### src/rtl/can_text_frame_parser_defines.svh
// ----------------------------------------------------------------------------
// can_text_frame_parser_defines.svh
// Assertion macros shared by the text frame parser modules.
// ----------------------------------------------------------------------------
`ifndef CAN_TEXT_FRAME_PARSER_DEFINES_SVH
`define CAN_TEXT_FRAME_PARSER_DEFINES_SVH

// Same-cycle implication, disabled while reset is asserted.
`define CANTP_ASSERT_NOW(label, ante, cons) \
    label: assert property (@(posedge clk) disable iff (!rst_n) (ante) |-> (cons)) \
        else $error("cantp assertion failed");

// Next-cycle implication, disabled while reset is asserted.
`define CANTP_ASSERT_NEXT(label, ante, cons) \
    label: assert property (@(posedge clk) disable iff (!rst_n) (ante) |=> (cons)) \
        else $error("cantp assertion failed");

`endif

### src/rtl/cantp_pkg.sv
// ----------------------------------------------------------------------------
// cantp_pkg
// Types, character codes and helpers of the text CAN frame parser.
// ----------------------------------------------------------------------------
`timescale 1ns / 1ps
`default_nettype none

package cantp_pkg;

    localparam logic [7:0] CHAR_HASH = 8'h23;
    localparam logic [7:0] CHAR_DOT  = 8'h2E;
    localparam logic [7:0] CHAR_R_UP = 8'h52;
    localparam logic [7:0] CHAR_R_LO = 8'h72;

    localparam int unsigned ID_EFF_BIT = 31;
    localparam int unsigned ID_RTR_BIT = 30;
    localparam int unsigned ID_ERR_BIT = 29;

    localparam logic [3:0] SHORT_ID_DIGITS = 4'd3;
    localparam logic [3:0] LONG_ID_DIGITS  = 4'd8;

    localparam logic KIND_DATA_BYTE = 1'b0;
    localparam logic KIND_FRAME_END = 1'b1;

    localparam logic [1:0] STATUS_INVALID = 2'd0;
    localparam logic [1:0] STATUS_CLASSIC = 2'd1;
    localparam logic [1:0] STATUS_FD      = 2'd2;

    typedef enum logic [2:0] {
        PH_ID,
        PH_AFTER_ID,
        PH_RTR_DLC,
        PH_FD_FLAGS,
        PH_DATA,
        PH_DONE
    } cantp_phase_t;

    typedef struct packed {
        logic        result_kind;
        logic [5:0]  byte_index;
        logic [7:0]  byte_value;
        logic [31:0] frame_id;
        logic [6:0]  payload_length;
        logic [3:0]  fd_flags;
        logic [1:0]  parse_status;
        logic        final_result;
    } cantp_result_t;

    // Results caused by one character: zero, one or two of them.
    typedef struct packed {
        logic [1:0]    count;
        cantp_result_t first;
        cantp_result_t second;
    } cantp_step_t;

    // Value of a hex digit, or 16 when the character is not a hex digit.
    function automatic logic [4:0] hex_value(input logic [7:0] c);
        logic [4:0] v;
        v = 5'd16;
        if (c >= 8'h30 && c <= 8'h39) begin
            v = 5'(c - 8'h30);
        end else if (c >= 8'h41 && c <= 8'h46) begin
            v = 5'(c - 8'h37);
        end else if (c >= 8'h61 && c <= 8'h66) begin
            v = 5'(c - 8'h57);
        end
        return v;
    endfunction

endpackage

`default_nettype wire

### src/rtl/cantp_core.sv
// ----------------------------------------------------------------------------
// cantp_core
// Parse state registers and the per-character decode of the frame text.
// ----------------------------------------------------------------------------
`timescale 1ns / 1ps
`default_nettype none

`include "can_text_frame_parser_defines.svh"

module cantp_core #(
    parameter int CLASSIC_MAX_BYTES = 8,
    parameter int FD_MAX_BYTES      = 64
) (
    input  wire logic                  clk,
    input  wire logic                  rst_n,
    input  wire logic                  step,
    input  wire logic [7:0]            text_char,
    input  wire logic                  end_of_text,
    output cantp_pkg::cantp_step_t     step_results
);
    import cantp_pkg::*;

    localparam logic [6:0] CLASSIC_LIM = 7'(CLASSIC_MAX_BYTES);
    localparam logic [6:0] FD_LIM      = 7'(FD_MAX_BYTES);

    cantp_phase_t phase_reg, phase_next;
    logic [3:0]   char_pos_reg, char_pos_next;
    logic [31:0]  id_reg, id_next;
    logic [3:0]   held_reg, held_next;
    logic         nib_reg, nib_next;
    logic [6:0]   bytes_reg, bytes_next;
    logic         is_fd_reg, is_fd_next;
    logic         dot_reg, dot_next;
    logic [3:0]   flags_reg, flags_next;
    logic         failed_reg, failed_next;

    logic [4:0]    hv;
    logic          hex_ok;
    logic [6:0]    limit;
    logic          do_data;
    logic          emit;
    logic [7:0]    byte_val;
    logic          frame_ok;
    cantp_result_t byte_res;
    cantp_result_t end_res;

    assign hv     = hex_value(text_char);
    assign hex_ok = ~hv[4];
    assign limit  = is_fd_reg ? FD_LIM : CLASSIC_LIM;

    always_ff @(posedge clk or negedge rst_n)
    begin
        if (!rst_n)
        begin
            phase_reg    <= PH_ID;
            char_pos_reg <= '0;
            id_reg       <= '0;
            held_reg     <= '0;
            nib_reg      <= 1'b0;
            bytes_reg    <= '0;
            is_fd_reg    <= 1'b0;
            dot_reg      <= 1'b1;
            flags_reg    <= '0;
            failed_reg   <= 1'b0;
        end
        else
        begin
            phase_reg    <= phase_next;
            char_pos_reg <= char_pos_next;
            id_reg       <= id_next;
            held_reg     <= held_next;
            nib_reg      <= nib_next;
            bytes_reg    <= bytes_next;
            is_fd_reg    <= is_fd_next;
            dot_reg      <= dot_next;
            flags_reg    <= flags_next;
            failed_reg   <= failed_next;
        end
    end

    always_comb
    begin
        phase_next    = phase_reg;
        char_pos_next = char_pos_reg;
        id_next       = id_reg;
        held_next     = held_reg;
        nib_next      = nib_reg;
        bytes_next    = bytes_reg;
        is_fd_next    = is_fd_reg;
        dot_next      = dot_reg;
        flags_next    = flags_reg;
        failed_next   = failed_reg;
        do_data       = 1'b0;
        emit          = 1'b0;
        byte_val      = '0;
        frame_ok      = 1'b0;
        byte_res      = '0;
        end_res       = '0;
        step_results  = '0;

        if (step && !failed_reg)
        begin
            case (phase_reg)
                PH_ID:
                begin
                    if (char_pos_reg == SHORT_ID_DIGITS && text_char == CHAR_HASH)
                    begin
                        phase_next = PH_AFTER_ID;
                    end
                    else if (char_pos_reg == LONG_ID_DIGITS)
                    begin
                        if (text_char != CHAR_HASH)
                        begin
                            failed_next = 1'b1;
                        end
                        else
                        begin
                            if (!id_reg[ID_ERR_BIT])
                            begin
                                id_next[ID_EFF_BIT] = 1'b1;
                            end
                            phase_next = PH_AFTER_ID;
                        end
                    end
                    else if (!hex_ok)
                    begin
                        failed_next = 1'b1;
                    end
                    else
                    begin
                        id_next       = {id_reg[27:0], hv[3:0]};
                        char_pos_next = char_pos_reg + 4'd1;
                    end
                end
                PH_AFTER_ID:
                begin
                    if (text_char == CHAR_R_UP || text_char == CHAR_R_LO)
                    begin
                        id_next[ID_RTR_BIT] = 1'b1;
                        phase_next          = PH_RTR_DLC;
                    end
                    else if (text_char == CHAR_HASH)
                    begin
                        is_fd_next = 1'b1;
                        phase_next = PH_FD_FLAGS;
                    end
                    else
                    begin
                        phase_next = PH_DATA;
                        do_data    = 1'b1;
                    end
                end
                PH_RTR_DLC:
                begin
                    if ({2'b00, hv} <= CLASSIC_LIM)
                    begin
                        bytes_next = {2'b00, hv};
                    end
                    phase_next = PH_DONE;
                end
                PH_FD_FLAGS:
                begin
                    if (!hex_ok)
                    begin
                        failed_next = 1'b1;
                    end
                    else
                    begin
                        flags_next = hv[3:0];
                        phase_next = PH_DATA;
                    end
                end
                PH_DATA:
                begin
                    do_data = 1'b1;
                end
                default:
                begin
                end
            endcase

            // Data digits: one optional dot, then two hex digits per byte.
            if (do_data)
            begin
                if (bytes_reg >= limit)
                begin
                    phase_next = PH_DONE;
                end
                else if (!nib_reg)
                begin
                    if (text_char == CHAR_DOT && dot_reg)
                    begin
                        dot_next = 1'b0;
                    end
                    else if (!hex_ok)
                    begin
                        failed_next = 1'b1;
                    end
                    else
                    begin
                        held_next = hv[3:0];
                        nib_next  = 1'b1;
                    end
                end
                else if (!hex_ok)
                begin
                    failed_next = 1'b1;
                end
                else
                begin
                    emit       = 1'b1;
                    byte_val   = {held_reg, hv[3:0]};
                    bytes_next = bytes_reg + 7'd1;
                    nib_next   = 1'b0;
                    dot_next   = 1'b1;
                    if (bytes_reg + 7'd1 >= limit)
                    begin
                        phase_next = PH_DONE;
                    end
                end
            end
        end

        byte_res.result_kind  = KIND_DATA_BYTE;
        byte_res.byte_index   = bytes_reg[5:0];
        byte_res.byte_value   = byte_val;
        byte_res.final_result = !end_of_text;

        frame_ok = !failed_next && phase_next != PH_ID && phase_next != PH_FD_FLAGS
                   && !(phase_next == PH_DATA && nib_next);
        end_res.result_kind  = KIND_FRAME_END;
        end_res.final_result = 1'b1;
        if (frame_ok)
        begin
            end_res.frame_id       = id_next;
            end_res.payload_length = bytes_next;
            end_res.fd_flags       = is_fd_next ? flags_next : 4'd0;
            end_res.parse_status   = is_fd_next ? STATUS_FD : STATUS_CLASSIC;
        end
        else
        begin
            end_res.parse_status = STATUS_INVALID;
        end

        if (step)
        begin
            if (emit)
            begin
                step_results.first = byte_res;
                if (end_of_text)
                begin
                    step_results.second = end_res;
                    step_results.count  = 2'd2;
                end
                else
                begin
                    step_results.count = 2'd1;
                end
            end
            else if (end_of_text)
            begin
                step_results.first = end_res;
                step_results.count = 2'd1;
            end
        end

        // The last character of a frame returns every register to reset.
        if (step && end_of_text)
        begin
            phase_next    = PH_ID;
            char_pos_next = '0;
            id_next       = '0;
            held_next     = '0;
            nib_next      = 1'b0;
            bytes_next    = '0;
            is_fd_next    = 1'b0;
            dot_next      = 1'b1;
            flags_next    = '0;
            failed_next   = 1'b0;
        end
    end

    `CANTP_ASSERT_NEXT(a_end_resets_phase, step && end_of_text, phase_reg == PH_ID)
    `CANTP_ASSERT_NEXT(a_failed_sticks, failed_reg && !(step && end_of_text), failed_reg)
    `CANTP_ASSERT_NOW(a_no_byte_after_fail, failed_reg, !emit)

endmodule

`default_nettype wire

### src/rtl/cantp_out_queue.sv
// ----------------------------------------------------------------------------
// cantp_out_queue
// Four-entry result queue taking up to two results a cycle, one out a cycle while head_ready is high.
// ----------------------------------------------------------------------------
`timescale 1ns / 1ps
`default_nettype none

`include "can_text_frame_parser_defines.svh"

module cantp_out_queue (
    input  wire logic                   clk,
    input  wire logic                   rst_n,
    input  wire cantp_pkg::cantp_step_t push,
    output logic                        room,
    output logic                        head_valid,
    input  wire logic                   head_ready,
    output cantp_pkg::cantp_result_t    head
);
    import cantp_pkg::*;

    localparam int QDEPTH = 4;

    cantp_result_t entry_reg [QDEPTH];
    cantp_result_t entry_next [QDEPTH];
    cantp_result_t shifted [QDEPTH];
    logic [2:0]    count_reg, count_next;
    logic          pop;
    logic [2:0]    base;

    assign head_valid = count_reg != 3'd0;
    assign head       = entry_reg[0];
    assign pop        = head_valid && head_ready;
    assign room       = count_reg <= 3'(QDEPTH - 2);
    assign base       = count_reg - {2'b00, pop};

    for (genvar g = 0; g < QDEPTH; g++)
    begin : g_shift
        if (g < QDEPTH - 1)
        begin : g_mid
            assign shifted[g] = entry_reg[g + 1];
        end
        else
        begin : g_top
            assign shifted[g] = entry_reg[g];
        end
    end

    always_comb
    begin
        for (int i = 0; i < QDEPTH; i++)
        begin
            if (3'(i) < base)
            begin
                entry_next[i] = pop ? shifted[i] : entry_reg[i];
            end
            else if (3'(i) == base && push.count != 2'd0)
            begin
                entry_next[i] = push.first;
            end
            else if (3'(i) == base + 3'd1 && push.count == 2'd2)
            begin
                entry_next[i] = push.second;
            end
            else
            begin
                entry_next[i] = entry_reg[i];
            end
        end
        count_next = base + {1'b0, push.count};
    end

    always_ff @(posedge clk)
    begin
        for (int i = 0; i < QDEPTH; i++)
        begin
            entry_reg[i] <= entry_next[i];
        end
    end

    always_ff @(posedge clk or negedge rst_n)
    begin
        if (!rst_n)
        begin
            count_reg <= '0;
        end
        else
        begin
            count_reg <= count_next;
        end
    end

    `CANTP_ASSERT_NOW(a_count_bounded, 1'b1, count_reg <= 3'(QDEPTH))
    `CANTP_ASSERT_NOW(a_push_needs_room, push.count != 2'd0, room)
    `CANTP_ASSERT_NEXT(a_single_grows, push.count == 2'd1 && !pop && count_reg < 3'(QDEPTH),
                       count_reg == $past(count_reg) + 3'd1)

endmodule

`default_nettype wire

### src/rtl/can_text_frame_parser.sv
// ----------------------------------------------------------------------------
// can_text_frame_parser
// Streaming parser for socketcan-style text CAN frames, one character a cycle while in_ready is high.
// ----------------------------------------------------------------------------
// Usage: characters of a frame such as 123#DEADBEEF, 12345678#R4 or 123##1AA.BB
// arrive on the input channel (in_valid/in_ready, text_char, end_of_text), one
// per transaction, end_of_text high on the last character of the string.
// Each decoded data byte leaves on the output channel (out_valid/out_ready) as
// a data-byte result as soon as its second hex digit is taken. The last
// character also yields a frame-end result carrying the identifier with its
// flag bits, the length, the FD flags nibble and the parse status. When that
// status is invalid, the consumer drops the bytes already received for it.
// A result is registered in the queue before it is output. Throughput: one
// character per cycle while in_ready is high; a character that yields both a
// byte and a frame end puts two results into the queue, byte result first.
// Results pass through a four-entry queue; in_ready is high while at least
// two entries are free, so a stalled receiver stops input after the queue
// fills and nothing is lost. Reset (rst_n low) empties the queue and returns
// the parser to the identifier phase; no clearing pass is needed.
// ----------------------------------------------------------------------------
`timescale 1ns / 1ps
`default_nettype none

module can_text_frame_parser #(
    parameter int CLASSIC_MAX_BYTES = 8,
    parameter int FD_MAX_BYTES      = 64
) (
    input  wire logic        clk,
    input  wire logic        rst_n,
    input  wire logic        in_valid,
    output logic             in_ready,
    input  wire logic [7:0]  text_char,
    input  wire logic        end_of_text,
    output logic             out_valid,
    input  wire logic        out_ready,
    output logic             result_kind,
    output logic [5:0]       byte_index,
    output logic [7:0]       byte_value,
    output logic [31:0]      frame_id,
    output logic [6:0]       payload_length,
    output logic [3:0]       fd_flags,
    output logic [1:0]       parse_status,
    output logic             final_result
);
    import cantp_pkg::*;

    logic          accept;
    cantp_step_t   step_results;
    cantp_result_t head;

    // A character is decoded in the cycle it is taken; the parse state
    // registers hold everything carried to the next character.
    assign accept = in_valid && in_ready;

    cantp_core #(
        .CLASSIC_MAX_BYTES (CLASSIC_MAX_BYTES),
        .FD_MAX_BYTES      (FD_MAX_BYTES)
    ) u_core (
        .clk          (clk),
        .rst_n        (rst_n),
        .step         (accept),
        .text_char    (text_char),
        .end_of_text  (end_of_text),
        .step_results (step_results)
    );

    // The queue parts the two sides, so input keeps flowing while a result
    // waits for the receiver.
    cantp_out_queue u_queue (
        .clk        (clk),
        .rst_n      (rst_n),
        .push       (step_results),
        .room       (in_ready),
        .head_valid (out_valid),
        .head_ready (out_ready),
        .head       (head)
    );

    assign result_kind    = head.result_kind;
    assign byte_index     = head.byte_index;
    assign byte_value     = head.byte_value;
    assign frame_id       = head.frame_id;
    assign payload_length = head.payload_length;
    assign fd_flags       = head.fd_flags;
    assign parse_status   = head.parse_status;
    assign final_result   = head.final_result;

endmodule

`default_nettype wire
### config.mk
export PLATFORM = sky130hd
export DESIGN_NAME = can_text_frame_parser
export DESIGN_NICKNAME = d
export VERILOG_FILES = /design/src/rtl/cantp_pkg.sv /design/src/rtl/cantp_core.sv /design/src/rtl/cantp_out_queue.sv /design/src/rtl/can_text_frame_parser.sv
export VERILOG_INCLUDE_DIRS = /design/src /design/src/rtl
export SDC_FILE = /design/constraint.sdc
export NUM_CORES = 1
export LEC_CHECK = 0
export ABC_AREA = 1
export BUFFER_PORTS_ARGS = -buffer_cell sky130_fd_sc_hd__buf_2
export CAP_MARGIN = 30
export CORE_ASPECT_RATIO = 2
export CORE_MARGIN = 2
export CORE_UTILIZATION = 50
export CTS_BUF_LIST = sky130_fd_sc_hd__clkbuf_8
export CTS_CLUSTER_DIAMETER = 30
export DETAILED_ROUTE_END_ITERATION = 7
export PLACE_DENSITY = 0.65
export SYNTH_ARGS = -nofsm -noshare
export SYNTH_HDL_FRONTEND = slang
export SYNTH_SLANG_ARGS = --single-unit
### constraint.sdc
create_clock -name clk -period 16.6 [get_ports clk]
set_clock_uncertainty 0.1 [all_clocks]
set_input_delay 1.66 -clock clk [delete_from_list [all_inputs] [get_ports clk]]
set_output_delay 1.66 -clock clk [all_outputs]
set_load 0.01 [all_outputs]
Word level (Yosys, flattened, before mapping)
Memory sizes are Yosys's and may differ from the RTL's.
Cells that the tools add are included.
W data, S select, Z words.

word-level totals
  output and inout bits = 63
  memories kept = 1
  word-level logic and storage cells = 229
  flip-flop bits (word level) = 61
  bits of input ports = 13
  RAM bits = 244

cells by class
  reduce and logical (&&, ||, !) cells = 39
  muxes and demuxes = 129
  $lt $le $gt $ge = 14
  equal/unequal tests = 27
  $add $sub $neg = 8

memories
  memory             words  width  read ports  clocked after Yosys merged registers in  wr ports  RTL line               source
  u_queue.entry_reg  4      61     4           0                                        4         cantp_out_queue.sv:23  cantp_result_t entry_reg [QDEPTH];

operators by type and width
  operator               count
  $mux W61               17
  $mux W32               8
  $mux W124              1
  $mux W4                18
  $mux W63               1
  $mux W7                9
  $mux W62               1
  $mux W1                43
  $mux W43               1
  $mux W8                5
  $mux W3                13
  $mux W31               1
  $mux W30               1
  $logic_and A1 B1 Y1    21
  $eq A8 B6 Y1 const B   2
  $eq A8 B7 Y1 const B   2
  $ge A8 B7 Y1 const B   2
  $le A8 B7 Y1 const B   2
  $mux W5                3
  $sub A5 B5 Y5 const B  3
  $ge A7 B7 Y1           2
  $eq A2 B3 Y1 const A   4
  $ne A2 B2 Y1 const B   6
  $pmux W3 S4            1
  30 further kinds       50

Longest topological paths before layout
  depth after elaboration = 28
  gate-level depth with buffers = 26
  gate-level depth less buffers = 24

Hierarchy
From an unflattened synthesis, not the netlist that was laid out.

unflattened totals
  cell total of the unflattened synthesis = 2,217
  area, all modules = 18,053.6 um^2

by module, submodules not included
  module                 area an instance (um^2)  cells an instance  times used  sequential area each (um^2)
  cantp_out_queue        13,322.8                 1,498              1           7,402.1
  cantp_core             4,723.3                  717                1           1,452.6
  can_text_frame_parser  7.5                      2                  1           0.0

Worst setup path before layout
OpenSTA, ideal clock, no wires.

  path type = input to register
  start point = input text_char[1]
  end point = memory u_queue.entry_reg[3][0] (netlist name), enable pin
  buffers on the path = 1
  slack = 8.098 ns
  required time = 15.930 ns
  data arrival time = 7.831 ns
  cell stages on the path = 13
  path through = inv_1 > ha_1 > nand3_1 > nand2_1 > nand2_4 > nand2_4 > nand2_4 > inv_2 > nand2_2 > nor2_8 > buf_1 > ha_1 > o31ai_1

RTL lines
  item             RTL line                     source
  start, declared  can_text_frame_parser.sv:32  input wire logic [7:0] text_char,
  end, declared    cantp_out_queue.sv:23

==> impl_metrics.tcl <==
set metrics [dict create \
    hold_path_end "u_core.held_reg[1]" \
    crit_fanout 46 \
    clockBufferDepth 3 \
    status "complete, no violations" \
    arrival_ns 6.02 \
    drive_gt1_frac 0.1320 \
    dp.cells 2372 \
    finalHoldViolations 0 \
    reg2reg_from "u_core.bytes_reg[3]" \
    synth_sequential_area_ratio 0.5488 \
    vias_per_cell 5.590 \
    fillers 2926 \
    worstPathRequired_ns 16.71 \
    synth_top_family_by_area "simple AND/OR/NAND/NOR gates" \
    rrSetupSlack_ns 11.14 \
    die_width_um 131.0 \
    grt_pass1_vias 13720 \
    netlist-cell-type-count 45 \
    synth-xor-area-share 0.002714 \
    cts_root_buf "clkbuf_8" \
    largest_reg_flops 244 \
    gp_congestion 0.9570 \
    clkSinkCount 305 \
    cp-end-kind "flip-flop" \
    irDropWorstVdd_mv 0.1554 \
    hold-path-cell-count 2 \
    synth_compound_area_frac 0.04854 \
    synth-simple-area-share 0.3353 \
    fin_nets 2024 \
    syn_area_um2 16140 \
    tritoncts "done" \
    min_period_over_period 0.3561 \
    fin_crit_ns 5.911 \
    layout_common_cells "731 x nand2_1, 244 x edfxtp_1, 237 x nor2_1, 202 x nand3_1, 100 x inv_1" \
    insertion_delay_ns 0.62 \
    die_h_um 258.1 \
    postCtsHoldBufs 0 \
    route.detailed.drc 0 \
    routedWlPerCell_um 19.82 \
    relSlewSlack 0.3651 \
    htree_levels 2 \
    core_area_um2 32000 \
    max_cap_viol_count 0 \
    clk_pin_slew_ns 0.06 \
    worst_slew_pin_slew_ns 0.9513 \
    synth_warnings 0 \
    ant_nets 0 \
    cts_buffers 46 \
    hold_path_class "flip-flop to flip-flop" \
    startpoint_type "input port" \
    crit_slowest_cell "buf_4" \
    dp_hpwl_um 30890 \
    syn_inst 1943 \
    synth-seq-cells 305 \
    grt_pass1_wl_um 75050 \
    path_delay_family "buffers and inverters" \
    drt_iter0_drc 1294 \
    multi_input_comb_area_um2 6548 \
    vias 13740 \
    hp-start "u_core.held_reg[1]" \
    holdWs_ns 0.3934 \
    ios 76 \
    synth_mux_area_frac 0 \
    ff2ff_path_depth 17 \
    cts_setup_buffers 0 \
    portBuffers 75 \
    finalNonFillerCells 2458 \
    setup_viol 0 \
    p_leak_nw 7.734 \
    path_cells "buf_2 -> inv_1 -> ha_1 -> o21ai_1 -> nand2_1 -> nand2_4 -> nand2_4 -> nand2_4 -> inv_2 -> nand2_2 -> nor2_8 -> ha_1 -> inv_1 -> nor2_1 -> nor2_1 -> nor2_2 -> buf_4 -> inv_2 -> buf_4 -> o31ai_4 -> buf_4" \
    drv_slew 0 \
    timing.rr.end "u_queue.entry_reg[3][20]" \
    cts-resized-gates 0 \
    track_usage 0.2930 \
    final_common_cell "nand2_1" \
    grt_max_degree 64 \
    p_per_area_nw_per_um2 186.5 \
    row_count 93 \
    max_freq_mhz 169.2 \
    worstSetupPathType "input port to flip-flop" \
    dr.pass1.iters 5 \
    slowest_delay_ns 0.72 \
    start_util 0.5042 \
    antenna_found_initial 1 \
    grt-ovfl-total 0 \
    syn_nets 1974 \
    area_growth_pct 10.52 \
    totalWireLength_um 48720 \
    regArea_um2 8855 \
    synthAdderAreaFrac 0.01442 \
    rsz0062_at_grt "false" \
    synth.avg_cell_area_um2 8.304 \
    fin_setup_tns_ns 0 \
    dieArea_um2 33810 \
    worst-path-buf-inv 8 \
]
==> synthesized netlist by cell type (all sizes together) <==
library cell	instances	share of area
xnor2	2	0.0011
o211ai	5	0.0023
o21ai	114	0.036
nor2	272	0.070
dfrtp	60	0.093
clkbuf	74	0.017
nor3b	1	0.00047
nor3	9	0.0042
a22oi	1	0.00047
dfstp	1	0.0016
o31ai	2	0.00093
nand4	15	0.0058
o22ai	2	0.00078
nand2	749	0.18
ha	17	0.013
a21oi	18	0.0065
clkinv	1	0.00023
buf	29	0.011
o22a	1	0.00054
or2	26	0.010
inv	90	0.022
fa	1	0.0012
o21a	1	0.00047
a211oi	1	0.00047
edfxtp	244	0.45
xor2	3	0.0016
nand3	204	0.064
==> power by group <==
| group | switching, mW | internal, mW |
|---|---|---|
| clock | 0.310 | 0.316 |
| sequential | 0.0957 | 1.26 |
| combinational | 0.998 | 0.344 |
==> through the flow <==
| stage | utilization | setup WS (ns) | power [mW] | cell area, µm² |
|---|---|---|---|---|
| after floorplan | - | 8.098 | 2.223 | 16140 |
| after global placement | 0.5272 | 10.32 | 2.663 | 16870 |
| after detailed placement | 0.5288 | 10.18 | 2.694 | 16920 |
| after CTS | 0.5572 | 10.79 | 3.331 | 17830 |
| after global routing | 0.5573 | 10.41 | 3.504 | 17830 |
| final | 0.5573 | 10.69 | 3.326 | 17830 |
==> worst max-delay path by stage <==
stage,startpoint,end,slack [ns],cells past startpoint
2_1_floorplan,text_char[1],u_queue.entry_reg[3][0],8.10,13
3_3_place_gp,text_char[0],u_queue.entry_reg[3][33],10.32,21
5_1_grt,text_char[0],u_queue.entry_reg[3][20],10.41,21
3_5_place_dp,text_char[0],u_queue.entry_reg[3][45],10.18,21
6_report,text_char[0],u_queue.entry_reg[3][20],10.69,21
4_1_cts,text_char[0],u_queue.entry_reg[3][20],10.79,21
==> cells by family after synthesis <==
logic type,after synthesis
AND/OR/NAND/NOR,1276
flip-flops,305
buffers and inverters,194
AO/OA/AOI/OAI,145
adder cells (fa/ha/maj),18
XOR/XNOR,5
==> cell type report <==
| class | instances | area share |
|---|---|---|
| antenna | 1 | 0.0001403 |
| inverter | 91 | 0.01986 |
| clock inverter | 34 | 0.01165 |
| multi-input combinational | 1444 | 0.3671 |
| timing repair buffer | 105 | 0.03536 |
| sequential | 305 | 0.4965 |
| clock buffer | 51 | 0.03936 |
| tap | 427 | 0.02996 |
==> layer usage <==
metal	share of wire	track usage	vias up
met2	0.52	0.5098	598
met1	0.35	0.3223	6509
li1	-	-	6466
met5	0	0	-
met3	0.057	0.03625	166
met4	0.077	0.2083	0
==> worst register-to-register path, stage by stage (launching register included) <==
cell     delay [ns]
dfrtp_1        0.48
inv_1          0.14
ha_1           0.30
nand3_1        0.08
nand4_1        0.11
a21oi_1        0.37
nand3_2        0.23
nor2_8         0.43
ha_1           0.30
inv_1          0.05
nor2_1         0.29
nor2_1         0.19
nor2_2         0.12
buf_4          0.49
inv_2          0.06
buf_4          0.27
o31ai_4        0.30
buf_4          0.73
Power figures use the tool's default switching activity.
